$ cat src/rtl/core/hsom_pkg.sv
`default_nettype none

package hsom_pkg;

	// Sizes of the grid, the heights and the configuration registers.
	localparam int MAX_WIDTH   = 1024;
	localparam int ADDR_W      = $clog2(MAX_WIDTH);
	localparam int HEIGHT_BITS = 24;
	localparam int DIM_W       = 11;
	localparam int STEP_W      = 23;
	localparam int POS_W       = 10;
	localparam int CFG_W       = 23;
	localparam int CFG_IDX_W   = 2;
	localparam int FIFO_DEPTH  = 4;
	localparam int FIFO_PTR_W  = $clog2(FIFO_DEPTH);
	localparam int FIFO_CNT_W  = $clog2(FIFO_DEPTH + 3);

	localparam logic [DIM_W-1:0]  ROW_SAT     = '1;
	localparam logic [DIM_W-1:0]  WIDTH_RESET = DIM_W'(MAX_WIDTH);
	localparam logic [DIM_W-1:0]  ROWS_RESET  = 11'd1024;
	localparam logic [STEP_W-1:0] STEP_RESET  = 23'd800;

	// Register indexes of the configuration port.
	typedef enum logic [CFG_IDX_W-1:0] {
		REG_GRID_WIDTH = 2'd0,
		REG_GRID_ROWS  = 2'd1,
		REG_MAX_STEP   = 2'd2
	} reg_idx_t;

	typedef struct packed {
		logic                          hit;
		logic signed [HEIGHT_BITS-1:0] h;
	} cell_t;

	// One line buffer word: the previous row and the row before it.
	typedef struct packed {
		cell_t prev;
		cell_t older;
	} entry_t;

	localparam int ENTRY_W = $bits(entry_t);

	// Control that travels with an accepted beat from the scan counters.
	typedef struct packed {
		logic             vld;
		logic             res;
		logic [POS_W-1:0] col;
		logic [POS_W-1:0] row;
		logic             top_ok;
		logic             left_ok;
		logic             right_ok;
		logic             below_ok;
		logic             last;
	} tag_t;

	typedef struct packed {
		logic                          we;
		logic [ADDR_W-1:0]             addr;
		entry_t                        data;
	} wr_t;

	typedef struct packed {
		logic [POS_W-1:0]              col;
		logic [POS_W-1:0]              row;
		logic                          obst;
		logic signed [HEIGHT_BITS-1:0] height;
		logic                          last;
	} res_t;

endpackage

`default_nettype wire

$ cat src/rtl/core/hsom_judge.sv
`default_nettype none

module hsom_judge
	import hsom_pkg::*;
(
	input  wire logic                          clk,
	input  wire logic                          arst_n,
	input  wire tag_t                          tag_s0,
	input  wire logic                          cur_hit,
	input  wire logic signed [HEIGHT_BITS-1:0] cur_h,
	input  wire logic [ADDR_W-1:0]             raddr_a,
	input  wire logic [ADDR_W-1:0]             raddr_b,
	input  wire entry_t                        rdata_a,
	input  wire entry_t                        rdata_b,
	input  wire logic [STEP_W-1:0]             max_step,
	output wr_t                                wr,
	output logic                               push,
	output res_t                               push_data,
	output logic [1:0]                         inflight
);

	localparam int DW = HEIGHT_BITS + 1;

	tag_t   tag_s1;
	cell_t  cur_s1;
	logic   fwd_a_s1;
	logic   fwd_b_s1;
	entry_t fwd_s1;
	cell_t  left_q;

	entry_t entry_a;
	entry_t entry_b;
	cell_t  self;

	logic                          res_s2;
	logic [POS_W-1:0]              col_s2;
	logic [POS_W-1:0]              row_s2;
	logic                          last_s2;
	logic                          self_hit_s2;
	logic signed [HEIGHT_BITS-1:0] self_h_s2;
	logic [3:0]                    need_s2;
	logic signed [DW-1:0]          diff_s2 [4];

	logic [3:0]                    need;
	logic signed [DW-1:0]          diff [4];
	logic signed [DW-1:0]          step_ext;
	logic [3:0]                    steep;

	function automatic logic signed [DW-1:0] height_diff(cell_t a, cell_t b);
		height_diff = {a.h[HEIGHT_BITS-1], a.h} - {b.h[HEIGHT_BITS-1], b.h};
	endfunction

	// A write leaving stage one in the same cycle as a read of that entry.
	assign entry_a = fwd_a_s1 ? fwd_s1 : rdata_a;
	assign entry_b = fwd_b_s1 ? fwd_s1 : rdata_b;
	assign self    = entry_a.prev;

	always_comb begin
		wr.we         = tag_s1.vld;
		wr.addr       = ADDR_W'(tag_s1.col);
		wr.data.prev  = cur_s1;
		wr.data.older = self;
	end

	always_comb begin
		need[0] = tag_s1.top_ok   && entry_a.older.hit;
		need[1] = tag_s1.left_ok  && left_q.hit;
		need[2] = tag_s1.right_ok && entry_b.prev.hit;
		need[3] = tag_s1.below_ok && cur_s1.hit;
		diff[0] = height_diff(self, entry_a.older);
		diff[1] = height_diff(self, left_q);
		diff[2] = height_diff(self, entry_b.prev);
		diff[3] = height_diff(self, cur_s1);
	end

	always_ff @(posedge clk or negedge arst_n) begin
		if (!arst_n) begin
			tag_s1 <= '0;
			res_s2 <= 1'b0;
		end else begin
			tag_s1 <= tag_s0;
			res_s2 <= tag_s1.res;
		end
	end

	always_ff @(posedge clk) begin
		cur_s1.hit      <= cur_hit;
		cur_s1.h        <= cur_h;
		fwd_a_s1        <= wr.we && (wr.addr == raddr_a);
		fwd_b_s1        <= wr.we && (wr.addr == raddr_b);
		fwd_s1          <= wr.data;
		if (tag_s1.vld) begin
			left_q <= self;
		end
		col_s2      <= tag_s1.col;
		row_s2      <= tag_s1.row;
		last_s2     <= tag_s1.last;
		self_hit_s2 <= self.hit;
		self_h_s2   <= self.h;
		need_s2     <= need;
		diff_s2     <= diff;
	end

	// A step is steep when it lies above max_step or below its negative.
	assign step_ext = $signed({{(DW - STEP_W){1'b0}}, max_step});

	always_comb begin
		logic signed [DW:0] sum;
		for (int k = 0; k < 4; k++) begin
			sum      = {diff_s2[k][DW-1], diff_s2[k]} + {step_ext[DW-1], step_ext};
			steep[k] = need_s2[k] && ((diff_s2[k] > step_ext) || sum[DW]);
		end
	end

	always_comb begin
		push             = res_s2;
		push_data.col    = col_s2;
		push_data.row    = row_s2;
		push_data.obst   = self_hit_s2 && (steep != '0);
		push_data.height = self_hit_s2 ? self_h_s2 : '0;
		push_data.last   = last_s2;
	end

	assign inflight = {1'b0, tag_s1.res} + {1'b0, res_s2};

endmodule

`default_nettype wire

$ cat config.mk
export PLATFORM = sky130hd
export DESIGN_NAME = hsom_judge
export DESIGN_NICKNAME = d
export VERILOG_FILES = /design/src/rtl/core/hsom_pkg.sv /design/src/rtl/core/hsom_judge.sv
export SDC_FILE = /design/constraint.sdc
export NUM_CORES = 1
export LEC_CHECK = 0
export BUFFER_PORTS_ARGS = -buffer_cell sky130_fd_sc_hd__buf_2
export CORE_ASPECT_RATIO = 1.5
export CORE_MARGIN = 2
export CORE_UTILIZATION = 60
export DETAILED_ROUTE_END_ITERATION = 8
export PLACE_DENSITY = 0.86
export SLEW_MARGIN = 20
export SYNTH_ARGS = -nofsm -noshare
export SYNTH_HDL_FRONTEND = slang
export SYNTH_SLANG_ARGS = --single-unit
$ cat constraint.sdc
create_clock -name clk -period 10.4 [get_ports clk]
set_input_delay 0.52 -clock clk [delete_from_list [all_inputs] [get_ports clk]]
set_output_delay 0.52 -clock clk [all_outputs]
set_load 0.01 [all_outputs]
After elaboration in Yosys (flattened, before gate mapping):

Index checks and enable logic that the tools add are counted.

* mux-type cells: 3
* $add $sub $neg: 9
* divide/modulo/power cells: 0
* $mul: 0
* bitwise logic cells: 0
* shifts and indexed selects: 0
* equal/unequal tests: 2
* magnitude comparators: 4
* reduce and logical (&&, ||, !) cells: 16

Operators by type and width (count)
* 25-bit by 24-bit adder with 26-bit output: 4
* 25-bit by 24-bit greater-than comparator with 1-bit output: 4
* 50-bit 2-to-1 mux: 2
* 24-bit by 24-bit subtractor with 25-bit output: 4
* 24-bit 2-to-1 mux: 1
* 10-bit == test: 2
* 1-bit logical AND: 11
* 1-bit logical OR: 4
* 4-bit nonzero test: 1
* 1-bit by 1-bit adder with 2-bit output: 1

* ROM bits: 0
* register bits after elaboration: 255
* latch bits: 0
* memories: 0
* memory bits (writable): 0

Depth between registers and ports, before layout:

Gate-level depths: netlist of the first run.

* word-level depth: 5
* mapped depth: 14
* mapped depth without buffers: 12

Worst setup path before layout of the first run:

Ideal clock, no wire load.

* path type: flip-flop to flip-flop
* start: register fwd_a_s1
* end: register diff_s2[73] (netlist bit)
* data arrival time: 3.761 ns
* period minus slack after synthesis: 3.833 ns
* setup time: 0.072 ns
* setup slack: 6.567 ns
* buffers on the path: 2
* stages on the path, launching flop included: 15
* data required time: 10.328 ns
* cells stage by stage: dfxtp_1 clkbuf_1 clkbuf_1 mux2i_1 inv_1 ha_1 nor2b_1 o21a_1 o31ai_1 a21oi_1 or2_2 a31oi_4 o21ai_0 o41ai_1 xnor2_1

RTL lines
* start, declared: RTL line hsom_judge.sv:26 `logic fwd_a_s1;`
* start signal, assigned: RTL line hsom_judge.sv:89 `fwd_a_s1 <= wr.we && (wr.addr == raddr_a);`
* end signal, assigned: RTL line hsom_judge.sv:101 `diff_s2 <= diff;`
* end, declared: RTL line hsom_judge.sv:42 `logic signed [DW-1:0] diff_s2 [4];`

==> results of run 1 <==
per-layer routing:
layer / track usage (%) / routed length, um / vias to the layer above
met5: 0 / 0 / -
met4: 18.6 / 2810 / 0
met3: 4.95 / 2180 / 142
met2: 57.6 / 22100 / 409
met1: 33.6 / 15900 / 5960
li1: - / - / 6184
registers in the layout (all words and copies together), names as in the netlist:
signal and cells:
col_s2 10, tag_s1 16, need_s2 4, left_q 25, self_hit_s2 1, self_h_s2 24, fwd_s1 25, fwd_b_s1 1
push 1, wr 36, last_s2 1, fwd_a_s1 1, diff_s2 100, row_s2 10
metrics by stage:
stage,setup slack [ns],util (%),hold WS (ns),cell area (um^2),std cells
2_1_floorplan,6.57,-,0.224,15500,1578
3_3_place_gp,5.72,67.3,0.325,17200,2169
3_5_place_dp,5.67,67.3,0.327,17200,2169
4_1_cts,5.59,70.9,0.0431,18100,2216
5_1_grt,5.26,70.9,0.0435,18100,2217
6_report,5.50,70.9,0.0615,18100,2218
how the worst max path moves through the flow:
| stage | cells past startpoint | from | end |
|---|---|---|---|
| 6_report | 13 | fwd_a_s1 | diff_s2[46] |
| 5_1_grt | 13 | fwd_a_s1 | diff_s2[46] |
| 4_1_cts | 13 | fwd_a_s1 | diff_s2[73] |
| 3_5_place_dp | 13 | fwd_a_s1 | diff_s2[46] |
| 3_3_place_gp | 13 | fwd_a_s1 | diff_s2[46] |
| 2_1_floorplan | 14 | fwd_a_s1 | diff_s2[73] |
layout make-up:
| cell class | count | area (um^2) | area share, % |
|---|---|---|---|
| clock buffers | 38 | 778 | 4.29 |
| clock inverters | 8 | 115 | 0.635 |
| multi-input cells | 1157 | 9360 | 51.6 |
| flip-flops and latches | 255 | 5500 | 30.3 |
| repair buffers | 285 | 1440 | 7.94 |
| well taps | 333 | 417 | 2.30 |
| inverters | 140 | 526 | 2.90 |
| diodes | 2 | 5.00 | 0.0276 |
cells by family after synthesis:
kind of cell               after synthesis  synth area share [%]
AOI/OAI and AO/OA                      365                  15.6
xor gates and xnor gates                92                  5.19
adders and majority gates              285                  23.2
buffers and inverters                  166                  4.31
DFF                                    255                  35.4
muxes                                   77                  5.17
and+or+nand+nor                        338                  11.1
worst reg2reg max path: cells and delay by family (launching register included):
kind	cells	cell delay (ns)
mux	1	0.81
buf+inv	2	0.95
fa+ha+maj	1	0.38
flops	1	0.32
xor+xnor	1	0.13
simple gates	1	0.15
compound gates	7	2.10
cell usage in the layout, fill, tap and decap left out, types with 14 or more instances in the layout:
cell type	instances
a21oi_1	114
o21ai_0	52
dfrtp_1	28
o21a_1	24
nor2b_1	19
a21o_1	57
xnor2_1	68
dfxtp_1	200
mux2_2	25
inv_1	140
o21bai_1	20
nand2b_1	23
xor2_1	24
a211oi_1	14
nand2_1	43
buf_2	281
nor3_1	31
ha_1	281
clkbuf_16	28
and2_1	32
edfxtp_1	25
nor2_1	100
nor4_1	14
a31oi_1	15
nand3_1	15
mux2i_1	52
nand4_1	28
power breakdown:
| group | switching, W | total (W) | leakage (nW) | internal (W) |
|---|---|---|---|---|
| Combinational | 0.000451 | 0.000794 | 6.13 | 0.000343 |
| Sequential | 0.0000926 | 0.00120 | 2.28 | 0.00111 |
| Clock | 0.000397 | 0.000969 | 0.436 | 0.000572 |
repair_timing:
item,4_1_cts,5_1_grt
hold buffers,1,0
endpoints found under the hold margin,28,0
endpoints found under the setup margin,0,0
==> impl_metrics.env, run 1 <==
export IMPL_outcome="completed"
export IMPL_r2r_start="fwd_a_s1"
export IMPL_worstHoldStart="cur_h[1]"
export IMPL_synth_top_cell_area_share_pct=26.1
export IMPL_post_cts_buffers=0
export IMPL_synth_cell_types=68
export IMPL_wl_mm=43.0
export IMPL_cts_buffer_depth=3
export IMPL_grt_use_total_pct=31.5
export IMPL_cp_data_required_time_ns=10.87
export IMPL_dieArea_um2=27200
export IMPL_setup_viol=0
export IMPL_io_buffers=281
export IMPL_gp_congestion=0.974
export IMPL_hold_viol=0
export IMPL_synth_area_per_cell_um2=9.83
export IMPL_hold_depth=1
export IMPL_cts_buffers=25
export IMPL_cp_cell_sequence="buf_4, mux2i_1, inv_1, ha_1, nor2b_1, o21ai_0, a31oi_1, o211ai_1, a31oi_1, a221oi_2, o21ai_0, a21oi_1, xnor2_1"
export IMPL_worstHoldPathType="primary input to register"
export IMPL_cellPowerDensity_nw_per_um2=164
export IMPL_areaGrowthSynthToFinish_pct=16.8
export IMPL_drv_slew=0
export IMPL_cts_resized=0
export IMPL_drive_gt1_share_pct=19.5
export IMPL_yosysMostFrequentCell="ha_1"
export IMPL_synth_nets=2060
export IMPL_synth_area_leaders="dfxtp_1 26%, ha_1 23%, edfxtp_1 4.8%, dfrtp_1 4.5%, xnor2_1 3.8%"
export IMPL_via_per_inst=5.72
export IMPL_clkSinkCount=255
export IMPL_post_route_drc_count=0
export IMPL_ys_warn_count=0
export IMPL_grt_pass1_vias=13200
export IMPL_cp_data_arrival_time_ns=5.38
export IMPL_nFillCells=1925
export IMPL_synth_flop_cell="dfxtp_1"
export IMPL_synth_largest_area_cell="dfxtp_1"
export IMPL_critPathLaunchType="register"
export IMPL_die_h_um=201
export IMPL_coreArea_um2=25600
export IMPL_ant_nets=0
export IMPL_finalCritPeriodShare_pct=47.1
export IMPL_die_x_um=135
export IMPL_synth_edf_count=25
export IMPL_vias=12700
export IMPL_grt_max_degree=51
export IMPL_yosys_top_cells_count="281 x ha_1, 202 x dfxtp_1, 140 x inv_1"
export IMPL_synthCells=1578
export IMPL_worst_slew_pin_transition_ns=0.912
export IMPL_max_slew_margin_rel_pct=38.7
export IMPL_syn_area_um2=15500
export IMPL_cts_tree="done"
export IMPL_rsz0062_at_grt="no"
export IMPL_worstReg2RegEnd="diff_s2[46]"
export IMPL_path_delay_family="compound AO/OA/AOI/OAI gates"
export IMPL_end_kind="register"
export IMPL_peakVddDrop_mv=0.172
export IMPL_cpMaxStageDelayCell="mux2i_1"
export IMPL_path_max_fanout=50
export IMPL_antenna_found_initial=2
export IMPL_path_clk_slew_ns=0.07
export IMPL_power_static_leakage_nw=8.84
export IMPL_r2r_slack_ns=5.50
export IMPL_max_freq_mhz=204
export IMPL_period_needed_ns=4.90
export IMPL_drtIter0Drc=735
export IMPL_ys_ff_latch=255
export IMPL_io_pins=307
export IMPL_totalPowerFinal_w=0.00297
export IMPL_grt_ovfl_total=0
export IMPL_crit_type="register to register"
export IMPL_row_count=72
export IMPL_initial_utilization_pct=60.7
export IMPL_nNetsFinal=2346
export IMPL_drt_first_pass_iters=8
export IMPL_grt_pass1_wl_mm=67.2
export IMPL_ys_seq_area_share_pct=35.4
export IMPL_r2r_cells=13
export IMPL_hold_end="wr[26]"
export IMPL_post_dp_hpwl_mm=34.4
export IMPL_setup_tns_ns=0
export IMPL_root_buffer="clkbuf_16"
export IMPL_cap_violations=0
export IMPL_cpPeakStageDelay_ns=0.78
export IMPL_worst_skew_pair_late_latency_ns=0.56
export IMPL_critPathBufInv=2
export IMPL_finClkSkew_ns=0.0190
export IMPL_synthArstFlopShare_pct=11.0
export IMPL_h_tree_depth=1
export IMPL_wire_per_inst_um=19.4
Power figures use the tool's default switching activity.
==> run 2, diff against run 1 <==
--- a/config.mk
+++ b/config.mk
@@ -8,9 +8,9 @@
 export BUFFER_PORTS_ARGS = -buffer_cell sky130_fd_sc_hd__buf_2
 export CORE_ASPECT_RATIO = 1.5
 export CORE_MARGIN = 2
-export CORE_UTILIZATION = 60
+export CORE_UTILIZATION = 51
 export DETAILED_ROUTE_END_ITERATION = 8
-export PLACE_DENSITY = 0.86
+export PLACE_DENSITY = 0.78
 export SLEW_MARGIN = 20
 export SYNTH_ARGS = -nofsm -noshare
 export SYNTH_HDL_FRONTEND = slang
==> constraint.sdc (replaced) <==
create_clock -name clk -period 4.4 [get_ports clk]
set_input_delay 0.22 -clock clk [delete_from_list [all_inputs] [get_ports clk]]
set_output_delay 0.22 -clock clk [all_outputs]
set_load 0.01 [all_outputs]
==> run 2 against run 1 <==
Against the previous run: sequential share of layout area fell by 1.3 points; clock-buffer cell count decreased by 2; global-route usage decreased by 4.2 points; largest power group unchanged; worst setup slack lost 5.1 ns; first-iteration DRC count down 10%; worst hold slack worse by 0.047 ns; total power up 140%; die area is 17% higher; fmax is 24% higher; clock power up 150%.
==> impl_metrics.env, run 2 (synthesis results as in run 1) <==
export IMPL_initial_utilization_pct=51.6
export IMPL_endpoint="diff_s2[46]"
export IMPL_period_needed_ns=3.95
export IMPL_grt_max_degree=29
export IMPL_worst_slack_ns=0.447
export IMPL_clkSinkCount=255
export IMPL_largest_register_ffs=100
export IMPL_r2r_cells=13
export IMPL_finalCritPeriodShare_pct=89.8
export IMPL_post_dp_hpwl_mm=35.6
export IMPL_design_area_um2=18900
export IMPL_p_clk_share_pct=33.4
export IMPL_cellPowerDensity_nw_per_um2=377
export IMPL_worst_slew_pin_transition_ns=0.714
export IMPL_hold_buffers=64
export IMPL_cp_depth=13
export IMPL_row_count=78
export IMPL_dp_worst_setup_slack_ns=0.529
export IMPL_rsz0062_at_grt="no"
export IMPL_areaGrowthSynthToFinish_pct=22.0
export IMPL_cts_resized=0
export IMPL_post_cts_buffers=0
export IMPL_max_slew_margin_rel_pct=52.0
export IMPL_path_delay_family="compound AO/OA/AOI/OAI gates"
export IMPL_seqPwrFrac_pct=39.8
export IMPL_wire_per_inst_um=19.0
export IMPL_vias=12900
export IMPL_cell_internal_pwr_w=0.00489
export IMPL_root_buffer="clkbuf_16"
export IMPL_outcome="completed"
export IMPL_grt_use_total_pct=27.3
export IMPL_worstHoldPathType="primary input to register"
export IMPL_path_clk_slew_ns=0.07
export IMPL_cts_tree="done"
export IMPL_coreArea_um2=30100
export IMPL_gp_congestion=0.989
export IMPL_layoutNonFillerInstCount=2356
export IMPL_peakVddDrop_mv=0.356
export IMPL_r2r_slack_ns=0.45
export IMPL_crit_type="register to register"
export IMPL_via_per_inst=5.49
export IMPL_end_kind="register"
export IMPL_critPathLaunchType="register"
export IMPL_dieArea_um2=31900
export IMPL_largest_register="diff_s2"
export IMPL_wl_mm=44.7
export IMPL_finClkSkew_ns=0.0396
export IMPL_ant_nets=0
export IMPL_io_buffers=281
export IMPL_max_freq_mhz=253
export IMPL_hold_depth=2
export IMPL_critPathBufInv=2
export IMPL_totalPowerFinal_w=0.00715
export IMPL_drive_gt1_share_pct=19.2
export IMPL_setup_tns_ns=0
export IMPL_grt_ovfl_total=0
export IMPL_nNetsFinal=2416
export IMPL_worst_skew_pair_late_latency_ns=0.57
export IMPL_die_h_um=218
export IMPL_cp_data_arrival_time_ns=4.41
export IMPL_grt_pass1_wl_mm=68.6
export IMPL_setup_viol=0
export IMPL_power_static_leakage_nw=9.15
export IMPL_cts_buffers=26
export IMPL_die_x_um=146
export IMPL_path_max_fanout=14
export IMPL_swShare_pct=31.6
export IMPL_cpPeakStageDelay_ns=0.61
export IMPL_cp_data_required_time_ns=4.86
export IMPL_drv_slew=0
export IMPL_cp_cell_sequence="mux2i_1, buf_4, inv_1, ha_1, nor2b_1, o21ai_0, a31oi_1, o211ai_1, a31oi_1, a221oi_2, o21ai_0, a21oi_1, xnor2_1"
export IMPL_p_sw_w=0.00226
export IMPL_post_dp_cell_area_um2=17400
export IMPL_cap_violations=0
export IMPL_post_route_drc_count=0
export IMPL_placedCellCount=2242
export IMPL_drt_first_pass_iters=5
export IMPL_cpMaxStageDelayCell="dfxtp_2"
export IMPL_h_tree_depth=1
export IMPL_hold_viol=0
export IMPL_layout_common_cells="281 x ha_1, 281 x buf_2, 200 x dfxtp_1"
export IMPL_io_pins=307
export IMPL_critPathLaunch="fwd_a_s1"
export IMPL_pwr_share_comb_pct=26.8
export IMPL_cts_buffer_depth=3
export IMPL_antenna_found_initial=6
export IMPL_worstReg2RegEnd="diff_s2[46]"
export IMPL_drtIter0Drc=661
export IMPL_grt_pass1_vias=13300
export IMPL_r2r_start="fwd_a_s1"
## run 2: changes by cell type in the layout (fill, tap and decap cells not counted), moves of 2 or more
cell           change
dlygate4sd3_1     +63
clkinvlp_4         +2
clkbuf_8           -2
buf_4              +6
## run 2: power by group through the flow
stage | Combinational [W] | Clock (W) | Sequential (W)
global route | 0.00213 | 0.00252 | 0.00287
detailed placement | 0.00183 | 0 | 0.00289
CTS | 0.00190 | 0.00242 | 0.00284
global placement | 0.00179 | 0 | 0.00288
floorplan | 0.00128 | 0 | 0.00280
finish | 0.00191 | 0.00239 | 0.00285
## run 2: metrics by stage
stage	util (%)	hold slack, ns
floorplan	-	-0.0756
global placement	57.7	0.263
detailed placement	57.7	0.276
CTS	63.0	0.00400
global route	63.0	0.0245
finish	63.0	0.0142
## run 2: per-layer routing
metal  share of wire (%)  track usage, %  vias up
met5               0.069               0        -
li1                    -               -     6310
met1                  38            29.1     6081
met4                 6.6            16.2        6
met3                 4.3            3.47      145
met2                  51            51.3      398
## run 2: final cells by class
class | instances | area (um^2)
inverters | 140 | 526
repair buffers | 354 | 2110
multi-input cells | 1157 | 9360
fillers | 2468 | 11100
clock buffers | 36 | 772
well taps | 400 | 500
diodes | 3 | 7.51
flip-flops and latches | 255 | 5500
clock inverters | 11 | 166
## run 2: worst register-to-register path: stages, from the launching register on
cell and delay, ns:
dfxtp_2 0.61, mux2i_1 0.25, buf_4 0.19, inv_1 0.15, ha_1 0.32, nor2b_1 0.14, o21ai_0 0.43, a31oi_1 0.30
o211ai_1 0.36, a31oi_1 0.23, a221oi_2 0.41, o21ai_0 0.13, a21oi_1 0.19, xnor2_1 0.15
## run 2: how the worst min path moves through the flow
stage           startpoint  slack (ns)      endpoint
2_1_floorplan       arst_n       -0.08          push
3_3_place_gp        arst_n        0.26    tag_s1[25]
3_5_place_dp        arst_n        0.28    tag_s1[25]
4_1_cts        rdata_a[32]       0.004  self_h_s2[7]
5_1_grt        rdata_a[32]        0.02  self_h_s2[7]
6_report       rdata_a[32]        0.01  self_h_s2[7]
==> run 3, diff against run 2 <==
--- a/config.mk
+++ b/config.mk
@@ -11,6 +11,7 @@
 export CORE_UTILIZATION = 51
 export DETAILED_ROUTE_END_ITERATION = 8
 export PLACE_DENSITY = 0.78
+export RECOVER_POWER = 50
 export SLEW_MARGIN = 20
 export SYNTH_ARGS = -nofsm -noshare
 export SYNTH_HDL_FRONTEND = slang
==> run 3 against run 2 <==
Against the previous run: the run now ends with max-capacitance violations, max-slew violations left; worst setup slack got worse by 0.0024 ns; critical path depth fell by 2; worst hold slack got worse by 0.0027 ns; final cell count did not move; critical endpoint is now diff_s2[72]; highest routed layer unchanged.
==> impl_metrics.env, run 3 (synthesis results as in run 1) <==
export IMPL_cts_buffer_depth=3
export IMPL_worst_skew_pair_late_latency_ns=0.57
export IMPL_cts_buffers=26
export IMPL_post_route_drc_count=0
export IMPL_grt_ovfl_total=0
export IMPL_peakVddDrop_mv=0.355
export IMPL_dieArea_um2=31900
export IMPL_nNetsFinal=2416
export IMPL_initial_utilization_pct=51.6
export IMPL_cell_internal_pwr_w=0.00488
export IMPL_outcome="finished, violations left"
export IMPL_path_clk_slew_ns=0.07
export IMPL_h_tree_depth=1
export IMPL_layout_commonest_cell="ha_1"
export IMPL_setup_tns_ns=0
export IMPL_die_h_um=218
export IMPL_setup_viol=0
export IMPL_worstHoldPathType="primary input to register"
export IMPL_vias=13000
export IMPL_largest_register_ffs=100
export IMPL_post_dp_hpwl_mm=35.6
export IMPL_cpMaxStageDelayCell="dfxtp_2"
export IMPL_drv_slew=58
export IMPL_cp_data_required_time_ns=4.87
export IMPL_cp_data_arrival_time_ns=4.42
export IMPL_cts_tree="done"
export IMPL_drt_first_pass_iters=6
export IMPL_grt_busiest_layer="met2"
export IMPL_pwr_share_comb_pct=26.7
export IMPL_wire_per_inst_um=19.0
export IMPL_critPathLaunchType="register"
export IMPL_crit_type="register to register"
export IMPL_antenna_found_initial=6
export IMPL_ant_nets=0
export IMPL_grt_pass1_wl_mm=68.6
export IMPL_grt_max_degree=29
export IMPL_hold_viol=0
export IMPL_root_buffer="clkbuf_16"
export IMPL_layout_common_cells="281 x ha_1, 233 x buf_2, 200 x dfxtp_1"
export IMPL_coreArea_um2=30100
export IMPL_grtUsageMet3_pct=3.47
export IMPL_failed_checks="max-capacitance violations, max-slew violations"
export IMPL_clkSinkCount=255
export IMPL_row_count=78
export IMPL_p_clk_share_pct=33.5
export IMPL_cellPowerDensity_nw_per_um2=378
export IMPL_drtIter0Drc=665
export IMPL_use_met2_pct=51.3
export IMPL_cpPeakStageDelay_ns=0.61
export IMPL_worst_slew_pin_transition_ns=1.94
export IMPL_p_sw_w=0.00226
export IMPL_swShare_pct=31.7
export IMPL_die_x_um=146
export IMPL_grt_pass1_vias=13300
export IMPL_critPathMostFrequentCell="buf_4"
export IMPL_power_static_leakage_nw=9.01
export IMPL_post_dp_cell_area_um2=17400
export IMPL_finClkSkew_ns=0.0403
export IMPL_seqPwrFrac_pct=39.9
export IMPL_finalCritPeriodShare_pct=89.9
export IMPL_wl_mm=44.7
export IMPL_via_per_inst=5.50
export IMPL_grt_use_total_pct=27.3
export IMPL_cap_violations=2
export IMPL_period_needed_ns=3.96
export IMPL_areaGrowthSynthToFinish_pct=21.6
export IMPL_cts_resized=0
export IMPL_end_kind="register"
export IMPL_cp_cell_sequence="buf_4, buf_4, mux2_2, ha_1, o21ai_0, nand2b_1, or3_1, o221a_2, o31ai_1, a31oi_1, a41oi_1"
export IMPL_grtUsageMet1_pct=29.1
export IMPL_max_freq_mhz=253
export IMPL_design_area_um2=18900
export IMPL_path_max_fanout=22
export IMPL_drive_gt1_share_pct=16.4
export IMPL_max_slew_margin_rel_pct=-29.4
export IMPL_io_buffers=281
export IMPL_io_pins=307
export IMPL_rsz0062_at_grt="no"
export IMPL_utilization_pct=62.8
export IMPL_largest_register="diff_s2"
export IMPL_gp_congestion=0.989
[run 3: layer usage]
metal,vias to the layer above,wire (um)
li1,6314,-
met1,6094,16900
met2,406,22800
met3,139,1910
met4,6,2940
met5,-,31
[run 3: worst max-delay path, delay by kind of cell (launching register included)]
family,cells,cell delay [ns]
adder cells (fa/ha/maj),1,0.45
AO/OA/AOI/OAI,5,1.18
flip-flops,1,0.61
multiplexers,1,0.49
AND/OR/NAND/NOR,2,0.47
buffers and inverters,2,0.63
[run 3: power groups by stage]
| stage | logic [W] | clock network [W] | registers (W) |
|---|---|---|---|
| after CTS | 0.00190 | 0.00242 | 0.00284 |
| final | 0.00190 | 0.00239 | 0.00285 |
| after global placement | 0.00179 | 0 | 0.00288 |
| after floorplan | 0.00128 | 0 | 0.00280 |
| after detailed placement | 0.00183 | 0 | 0.00289 |
| after global routing | 0.00212 | 0.00252 | 0.00287 |
[run 3: worst paths after layout]
path                       cells past startpoint  slack [ns]        start           end
hold / removal                                 2        0.01  rdata_a[32]  self_h_s2[7]
hold reg to reg                                0        0.34   tag_s1[12]     row_s2[7]
max in group asynchronous                      2        2.93       arst_n    tag_s1[12]
min in group asynchronous                      2        0.57       arst_n        wr[57]
setup reg to reg                              11        0.44     fwd_a_s1   diff_s2[72]
setup / recovery                              11        0.44     fwd_a_s1   diff_s2[72]
[run 3: stage by stage]
step	cells	setup slack (ns)	hold slack (ns)	power, W
final	2356	0.445	0.0115	0.00714
after global routing	2356	0.178	0.0245	0.00751
after CTS	2353	0.466	0.00400	0.00716
after detailed placement	2242	0.529	0.276	0.00473
after global placement	2242	0.579	0.263	0.00467
after floorplan	1578	0.567	-0.0756	0.00409
[run 3: timing repair]
action / 4_1_cts / 5_1_grt
setup endpoints to repair: 0 / 0
hold buffers: 64 / 0
hold endpoints to repair: 88 / 0
buffers inserted: 0 / 0
[run 3: layout make-up]
cell class | count | area (um^2)
Sequential cell | 255 | 5500
Timing Repair Buffer | 354 | 2050
Multi-Input combinational cell | 1157 | 9360
Fill cell | 2502 | 11200
Inverter | 140 | 526
Antenna cell | 3 | 7.51
Clock buffer | 36 | 772
Clock inverter | 11 | 166
Tap cell | 400 | 500
